**config.mk**
```make
export PLATFORM = sky130hd
export DESIGN_NAME = mlp_ctrl
export DESIGN_NICKNAME = d
export VERILOG_FILES = /design/src/hdl/mlp_pkg.sv /design/src/hdl/mlp_ctrl.sv
export SDC_FILE = /design/constraint.sdc
export NUM_CORES = 1
export LEC_CHECK = 0
export CAP_MARGIN = 0
export CORE_MARGIN = 2
export CORE_UTILIZATION = 53
export CTS_CLUSTER_DIAMETER = 200
export DETAILED_ROUTE_END_ITERATION = 16
export DONT_BUFFER_PORTS = 1
export PLACE_DENSITY_LB_ADDON = 0.15
export REMOVE_ABC_BUFFERS = 1
export SLEW_MARGIN = 10
export SYNTH_ARGS = -nofsm -noshare
export SYNTH_HDL_FRONTEND = slang
export SYNTH_SLANG_ARGS = --single-unit
```
**constraint.sdc**
```tcl
create_clock -name clk -period 3.6 [get_ports clk]
set_input_delay 0 -clock clk [delete_from_list [all_inputs] [get_ports clk]]
set_output_delay 0 -clock clk [all_outputs]
set_load 0.02 [all_outputs]
```
**src/hdl/mlp_pkg.sv**
```systemverilog
package mlp_pkg;

  // Request modes.
  localparam logic [2:0] MODE_W1     = 3'd0;
  localparam logic [2:0] MODE_W2     = 3'd1;
  localparam logic [2:0] MODE_HBIAS  = 3'd2;
  localparam logic [2:0] MODE_OBIAS  = 3'd3;
  localparam logic [2:0] MODE_SAMPLE = 3'd4;

  // Configuration register indexes.
  localparam logic [1:0] CFG_INPUTS  = 2'd0;
  localparam logic [1:0] CFG_HIDDEN  = 2'd1;
  localparam logic [1:0] CFG_OUTPUTS = 2'd2;

  localparam int CFG_W   = 5;
  localparam int VAL_W   = 16;
  localparam int ACT_W   = 13;
  localparam int PROD_W  = 33;
  localparam int ACC_W   = 48;
  localparam int OUT_LIM = 16;

  localparam logic [63:0] ONE_Q30  = 64'd1 << 30;
  localparam logic [63:0] SIG_STEP = 64'd1008687097;

  typedef enum logic [1:0] {
    OP_NONE,
    OP_BIAS,
    OP_MAC,
    OP_FIN
  } mlp_op_t;

  typedef struct packed {
    mlp_op_t op;
    logic    layer;     // 0 hidden layer, 1 output layer
    logic    last_out;
  } mlp_cmd_t;

  typedef struct packed {
    logic busy;
    logic out_full;
  } mlp_stat_t;

  typedef logic [ACT_W-1:0] sig_table_t [256];

  // Shift-and-subtract quotient, used only while the table is elaborated.
  function automatic logic [63:0] div_u64(logic [63:0] num, logic [63:0] dvs);
    logic [63:0] q;
    logic [64:0] r;
    q = '0;
    r = '0;
    for (int b = 63; b >= 0; b--) begin
      r = {r[63:0], num[b]};
      if (r >= {1'b0, dvs}) begin
        r    = r - {1'b0, dvs};
        q[b] = 1'b1;
      end
    end
    return q;
  endfunction

  // Logistic table over -8..8 in steps of 1/16, built at elaboration.
  function automatic sig_table_t build_sig_table();
    sig_table_t  tbl;
    logic [63:0] e [129];
    logic [63:0] den;
    e[0] = ONE_Q30;
    for (int m = 0; m < 128; m++) begin
      e[m+1] = (e[m] * SIG_STEP + (ONE_Q30 >> 1)) >> 30;
    end
    for (int k = 0; k < 256; k++) begin
      if (k >= 128) begin
        den    = ONE_Q30 + e[k-128];
        tbl[k] = ACT_W'(div_u64((64'd1 << 42) + (den >> 1), den));
      end else begin
        den    = ONE_Q30 + e[128-k];
        tbl[k] = ACT_W'(div_u64(e[128-k] * 64'd4096 + (den >> 1), den));
      end
    end
    return tbl;
  endfunction

  localparam sig_table_t SIG_TABLE = build_sig_table();

endpackage

```
**src/hdl/mlp_ctrl.sv**
```systemverilog
module mlp_ctrl
  import mlp_pkg::*;
#(
  parameter int MAX_INPUTS  = 16,
  parameter int MAX_HIDDEN  = 16,
  parameter int MAX_OUTPUTS = 16,
  parameter int SRC_W       = 4,
  parameter int DST_W       = 4
) (
  input  logic             clk,
  input  logic             rst,
  input  logic             cfg_we,
  input  logic [1:0]       cfg_index,
  input  logic [CFG_W-1:0] cfg_data,
  input  logic             req_valid,
  input  logic [2:0]       req_mode,
  input  logic             req_last,
  output logic             req_ready,
  output mlp_cmd_t         cmd,
  output logic [SRC_W-1:0] src_idx,
  output logic [DST_W-1:0] dst_idx,
  input  mlp_stat_t        stat
);

  localparam int OUT_MAX = (MAX_OUTPUTS < OUT_LIM) ? MAX_OUTPUTS : OUT_LIM;

  typedef enum logic [3:0] {
    IDLE, H_BIAS, H_MAC, H_FIN, H_DRAIN, O_WAIT, O_BIAS, O_MAC, O_FIN, DONE
  } state_t;

  state_t           state;
  logic [CFG_W-1:0] in_cnt;
  logic [CFG_W-1:0] hid_cnt;
  logic [CFG_W-1:0] out_cnt;
  int               ni;
  int               nh;
  int               no;
  logic             src_end_h;
  logic             src_end_o;
  logic             dst_end_h;
  logic             dst_end_o;

  always_comb begin
    ni = (in_cnt == '0) ? 1 : ((int'(in_cnt) > MAX_INPUTS) ? MAX_INPUTS : int'(in_cnt));
    nh = (hid_cnt == '0) ? 1 : ((int'(hid_cnt) > MAX_HIDDEN) ? MAX_HIDDEN : int'(hid_cnt));
    no = (out_cnt == '0) ? 1 : ((int'(out_cnt) > OUT_MAX) ? OUT_MAX : int'(out_cnt));
    src_end_h = (int'(src_idx) == ni - 1);
    src_end_o = (int'(src_idx) == nh - 1);
    dst_end_h = (int'(dst_idx) == nh - 1);
    dst_end_o = (int'(dst_idx) == no - 1);
  end

  assign req_ready = (state == IDLE);

  always_comb begin
    cmd.op       = OP_NONE;
    cmd.layer    = 1'b0;
    cmd.last_out = 1'b0;
    case (state)
      H_BIAS: cmd.op = OP_BIAS;
      H_MAC:  cmd.op = OP_MAC;
      H_FIN:  cmd.op = OP_FIN;
      O_BIAS: begin
        cmd.op    = OP_BIAS;
        cmd.layer = 1'b1;
      end
      O_MAC: begin
        cmd.op    = OP_MAC;
        cmd.layer = 1'b1;
      end
      O_FIN: begin
        cmd.op       = OP_FIN;
        cmd.layer    = 1'b1;
        cmd.last_out = dst_end_o;
      end
      default: cmd.op = OP_NONE;
    endcase
  end

  always_ff @(posedge clk) begin
    if (rst) begin
      state   <= IDLE;
      in_cnt  <= CFG_W'(16);
      hid_cnt <= CFG_W'(16);
      out_cnt <= CFG_W'(16);
      src_idx <= '0;
      dst_idx <= '0;
    end else begin
      if (cfg_we) begin
        case (cfg_index)
          CFG_INPUTS:  in_cnt  <= cfg_data;
          CFG_HIDDEN:  hid_cnt <= cfg_data;
          CFG_OUTPUTS: out_cnt <= cfg_data;
          default:     ;
        endcase
      end
      case (state)
        IDLE: begin
          if (req_valid && req_mode == MODE_SAMPLE && req_last) begin
            dst_idx <= '0;
            state   <= H_BIAS;
          end
        end
        H_BIAS: begin
          src_idx <= '0;
          state   <= H_MAC;
        end
        H_MAC: begin
          src_idx <= src_idx + 1'b1;
          if (src_end_h) begin
            state <= H_FIN;
          end
        end
        H_FIN: begin
          if (dst_end_h) begin
            state <= H_DRAIN;
          end else begin
            dst_idx <= dst_idx + 1'b1;
            state   <= H_BIAS;
          end
        end
        H_DRAIN: begin
          // The output layer reads every hidden activation, so all must be written.
          if (!stat.busy) begin
            dst_idx <= '0;
            state   <= O_WAIT;
          end
        end
        O_WAIT: begin
          if (!stat.busy && !stat.out_full) begin
            state <= O_BIAS;
          end
        end
        O_BIAS: begin
          src_idx <= '0;
          state   <= O_MAC;
        end
        O_MAC: begin
          src_idx <= src_idx + 1'b1;
          if (src_end_o) begin
            state <= O_FIN;
          end
        end
        O_FIN: begin
          if (dst_end_o) begin
            state <= DONE;
          end else begin
            dst_idx <= dst_idx + 1'b1;
            state   <= O_WAIT;
          end
        end
        DONE: begin
          if (!stat.busy) begin
            state <= IDLE;
          end
        end
        default: state <= IDLE;
      endcase
    end
  end

  a_ready_pipe_empty: assert property (@(posedge clk) disable iff (rst)
    req_ready |-> !stat.busy)
    else $error("request accepted while the pipeline is busy");

  a_out_layer_start: assert property (@(posedge clk) disable iff (rst)
    (state == O_BIAS) |-> (!stat.busy && !stat.out_full))
    else $error("output neuron started with results in flight");

  a_last_done: assert property (@(posedge clk) disable iff (rst)
    (cmd.op == OP_FIN && cmd.last_out) |=> (state == DONE))
    else $error("last output neuron did not end the evaluation");

endmodule

```
Word-level counts from Yosys, hierarchy flattened --
Index checks and enable logic that the tools add are counted.
Operators by class: add/sub/neg operators 5, $mul 0, div/mod/pow operators 0, magnitude comparators 3, equal/unequal tests 24, shifts and indexed selects 0, mux-type cells 23, bitwise logic cells 0, reductions and logical operators 21
Operators with widths (number):
- $mux 4 | 10
- $pmux 4 s10 | 1
- $mux 5 | 6
- $eq 5x6->1 | 4
- $sub 5x1->6 const B | 3
- $eq 4x3->1 const B | 4
- $pmux 4 s4 | 1
- $gt 5x5->1 const B | 3
- $logic_not 5->1 | 3
- $ne 2x2->1 const B | 7
- $add 4x1->4 const B | 2
- $eq 4x2->1 const B | 2
- $eq 4x4->1 const B | 2
- $pmux 4 s2 | 1
- $pmux 2 s3 | 1
- $reduce_and 2->1 | 3
- $reduce_and 6->1 | 1
- $reduce_or 2->1 | 3
- $reduce_and 5->1 | 1
- $eq 4x1->1 const B | 1
- $logic_not 4->1 | 1
- $reduce_bool 4->1 | 1
- $eq 3x3->1 const B | 1
- $logic_and 1x1->1 | 3
- 9 further kinds | 11
Word-level totals: bits in registers 27, latch bits 0, RAM bits 0, bits in read-only memories 0, output and inout port bits 13, logic and storage cells 82, memories kept 0

Longest topological paths before layout --
depth in word-level cells 7, gate-level depth with buffers 10, mapped depth without buffers 9

Least setup slack after synthesis --
No wires, ideal clock.
path kind register to register, start point reg hid_cnt[2], end point reg state[0], data arrival time 2557 ps, setup slack 919 ps, cell stages (with the launch flop) 10, clock period less this slack 2681 ps, cell sequence dfxtp_1 or4_4 and2_4 ha_1 xor2_1 o21a_1 o22a_1 o41a_1 nor2_4 mux2_1
Between the ends: longest elaborated chain between the ends 7, elaborated cells between the ends (all ways) 11, those cells by class 1 x add/sub; 1 x order compare; 3 x eq/ne; 4 x mux; 2 x reduce/logical
Ends and longest elaborated chain:
- start, declared | line mlp_ctrl.sv:33 | logic [CFG_W-1:0] hid_cnt;
- start signal, assigned | line mlp_ctrl.sv:92 | CFG_HIDDEN: hid_cnt <= cfg_data;
- $gt 5x5->1 | line mlp_ctrl.sv:45 | nh = (hid_cnt == '0) ? 1 : ((int'(hid_cnt) > MAX_HIDDEN) ? MAX_HIDDEN : int'(hid_cnt));
- $mux 5 | line mlp_ctrl.sv:45
- $mux 5 (*) | line mlp_ctrl.sv:45
- $sub 5x1->6 (*) | line mlp_ctrl.sv:48, mlp_ctrl.sv:49
- $eq 5x6->1, on equally long branches | line mlp_ctrl.sv:49, mlp_ctrl.sv:48
- $mux 3 or $ne 2x2->1 (tied branches)
- $pmux 4 s10 or $reduce_and 6->1 (tied branches)
- end signal, assigned | line mlp_ctrl.sv:101 | state <= H_BIAS;
- end signal, assigned | line mlp_ctrl.sv:116 | state <= H_DRAIN;
- end signal, assigned | line mlp_ctrl.sv:119 | state <= H_BIAS;
- end, declared | line mlp_ctrl.sv:31 | state_t state;
Every way passes the cells marked *; elsewhere a longest branch is shown, timed or not. A chain may end at the register's enable or synchronous reset.

Final worst setup path --
start point reg hid_cnt[2], end point reg state[2]
The elaborated chain is that of the path after synthesis.

==> flow_metrics.env <==
export IMPL_track_usage_pct=22.5
export IMPL_root_buffer="clkbuf_4"
export IMPL_crit_fanout=8
export IMPL_hpwl_um=3180
export IMPL_dr_pass1_iters=4
export IMPL_dp_cells=269
export IMPL_slew_headroom_pct=39.0
export IMPL_p_total_mw=1.02
export IMPL_clkTransAtPathRegs_ns=0.16
export IMPL_layout_drive_gt1_share_pct=5.53
export IMPL_pwr_share_comb_pct=44.0
export IMPL_leakage_nw=0.790
export IMPL_swShare_pct=44.5
export IMPL_drv_cap=0
export IMPL_seqCellArea_sq_um=541
export IMPL_worstMarginPinSlew_ns=0.913
export IMPL_synth_commonest_cells="dfxtp_1, nor2_1, nand2_1"
export IMPL_grt_pass1_vias=1558
export IMPL_p_switching_mw=0.455
export IMPL_synth_largest_area_cell="dfxtp_1"
export IMPL_synthAdderAreaFrac_pct=3.32
export IMPL_worstPathArrival_ns=3.20
export IMPL_critPathBufInv=0
export IMPL_cp_end_kind="flip-flop"
export IMPL_netlist_area_sq_mm=0.00188
export IMPL_area_growth_pct=7.31
export IMPL_required_ns=3.86
export IMPL_yosys_area_share_simple_pct=30.5
export IMPL_p_clk_share_pct=14.1
export IMPL_fin_skew_ns=0.00492
export IMPL_rsz0062_at_grt="no"
export IMPL_critPathTopFamily="simple AND/OR/NAND/NOR gates"
export IMPL_ant_nets=0
export IMPL_finalWirelength_um=4310
export IMPL_critPathMaxStageDelay_ns=0.55
export IMPL_tns_ns=0
export IMPL_clkSinkCount=27
export IMPL_yosysWarnings=0
export IMPL_num_fill_cells=334
export IMPL_synth_xor_area_share_pct=7.45
export IMPL_drtIter0Drc=96
export IMPL_synth_distinct_cells=53
export IMPL_yosys_top_cells_area="dfxtp_1, mux2i_1, nor2_1"
export IMPL_hp_class="in -> reg"
export IMPL_outcome="completed"
export IMPL_synth_seq_cells=27
export IMPL_initial_core_util_pct=56.0
export IMPL_place_congestion=0.770
export IMPL_hold_violations=0
export IMPL_clock_path_buffers=2
export IMPL_synth_most_common_cell="dfxtp_1"
export IMPL_dr_total_vias=1682
export IMPL_cts_resized=0
export IMPL_postCtsHoldBufs=8
export IMPL_synth_top_family_by_area="simple AND/OR/NAND/NOR gates"
export IMPL_fmax_mhz=341
export IMPL_synth_edf_count=0
export IMPL_peakVddDrop_uv=429
export IMPL_num_io_pins=30
export IMPL_path_class="reg -> reg"
export IMPL_synth_avg_cell_area_sq_um=8.11
export IMPL_cts_tree="done"
export IMPL_drc_errors=0
export IMPL_finalCriticalPeriod_ns=2.94
export IMPL_num_rows=21
export IMPL_port_buffers=0
export IMPL_drv_slew=0
export IMPL_cts_max_level=1
export IMPL_synth_cells=232
export IMPL_core_area_sq_mm=0.00336
export IMPL_numCtsBuffers=3
export IMPL_cp_start_kind="flip-flop"
export IMPL_slowest_stage="or4_4"
export IMPL_avgViaCountPerCell=5.99
export IMPL_cts_setup_buffers=0
export IMPL_die_area_sq_mm=0.00404
export IMPL_grt_overflow_total=0
export IMPL_yosysSeqAreaShare_pct=28.7
export IMPL_setup_viol=0
export IMPL_layout_nets=258
export IMPL_p_int_mw=0.566
export IMPL_grt_max_degree=25
export IMPL_antenna_found_initial=0
export IMPL_min_period_over_period_pct=81.6
export IMPL_antenna_cells_inserted=0
export IMPL_synth_top_area_share_pct=28.7
export IMPL_clock_latency_ns=0.34
export IMPL_multi_input_area_sq_mm=0.00128
export IMPL_cellPowerDensity_mw_per_mm2=506
export IMPL_finalNonFillerCells=281
export IMPL_crit_chain="or4_4 -> and2_4 -> ha_1 -> or4_1 -> o221ai_1 -> nand4b_2 -> nor4_1 -> nor2_1 -> a311oi_1"
export IMPL_ys_async_sr_fraction_pct=0
export IMPL_synthMuxAreaShare_pct=9.11
export IMPL_dieHeight_um=63.6
export IMPL_wl_per_cell_um=15.3
export IMPL_p_seq_share_pct=41.9
export IMPL_synth_flop_cell="dfxtp_1"
export IMPL_die_w_um=63.6
export IMPL_grt_first_pass_wirelength_um=7330
export IMPL_synth_compound_area_share_pct=17.6
[registers in the layout, summed over array words and instances, names as in the netlist]
register	cells
src_idx	4
state	4
dst_idx	4
hid_cnt	5
out_cnt	5
in_cnt	5
[stage by stage]
| step | instance area [sq um] | util [%] | setup slack [ns] | hold WS, ns |
|---|---|---|---|---|
| after floorplan | 1840 | - | 0.919 | 0.0691 |
| after global placement | 1910 | 56.8 | 0.852 | 0.0732 |
| after detailed placement | 1910 | 56.8 | 0.744 | 0.0752 |
| after CTS | 2020 | 60.0 | 0.695 | 0.0559 |
| after global routing | 2020 | 60.0 | 0.454 | 0.0512 |
| final | 2020 | 60.0 | 0.663 | 0.0481 |
[power by group through the flow]
stage / Sequential (mW) / Combinational [mW] / Clock, mW
after CTS: 0.427 / 0.451 / 0.143
after global placement: 0.429 / 0.426 / 0
after global routing: 0.438 / 0.504 / 0.156
final: 0.428 / 0.450 / 0.144
after floorplan: 0.409 / 0.374 / 0
after detailed placement: 0.434 / 0.436 / 0
[worst paths after layout]
check | from | endpoint | slack (ns) | cells after the start
setup / recovery | hid_cnt[2] | state[2] | 0.66 | 9
hold / removal | stat[1] | state[1] | 0.05 | 3
setup reg to reg | hid_cnt[2] | state[2] | 0.66 | 9
hold reg to reg | hid_cnt[0] | hid_cnt[0] | 0.57 | 2
[logic make-up (layout without fill, tap and decap cells)]
kind of cell             count (synthesis)  after routing
flip-flops                              27             27
buffers and inverters                   17             20
adder cells (fa/ha/maj)                  5              5
AND/OR/NAND/NOR                        102            102
multiplexers                            17             17
XOR/XNOR                                16             16
AO/OA/AOI/OAI                           48             48
[tightest hold or removal path, stage by stage]
cell and delay (ns):
a22oi_1 0.06, o22ai_1 0.22, nor3_1 0.08
[layer usage]
layer	vias to the layer above	track usage (%)	wire (um)
li1	844	-	-
met1	800	30.9	2040
met2	34	36.6	2070
met3	4	3.39	149
met4	0	6.25	48
met5	-	0	0
[layout by cell type (no fill, tap or decap), drive strengths merged, types with 5 or more instances in the layout]
master / Yosys / layout
nand2b: 9 / 9
nor2: 23 / 23
mux2i: 16 / 16
o21ai: 7 / 7
xnor2: 9 / 9
nand3b: 5 / 5
nand3: 5 / 5
a21oi: 12 / 12
xor2: 7 / 7
o21a: 5 / 5
nand2: 19 / 19
dlygate4sd3: 0 / 8
nor2b: 6 / 6
ha: 5 / 5
inv: 7 / 7
nor3: 11 / 11
dfxtp: 27 / 27
[final cells by class]
class                           count  share of cell area, %
Clock buffer                        3                   1.12
Clock inverter                      1                  0.372
Inverter                            7                   1.30
Multi-Input combinational cell    188                   63.3
Sequential cell                    27                   26.8
Tap cell                           46                   2.85
Timing Repair Buffer                9                   4.34
Power figures use the tool's default switching activity.
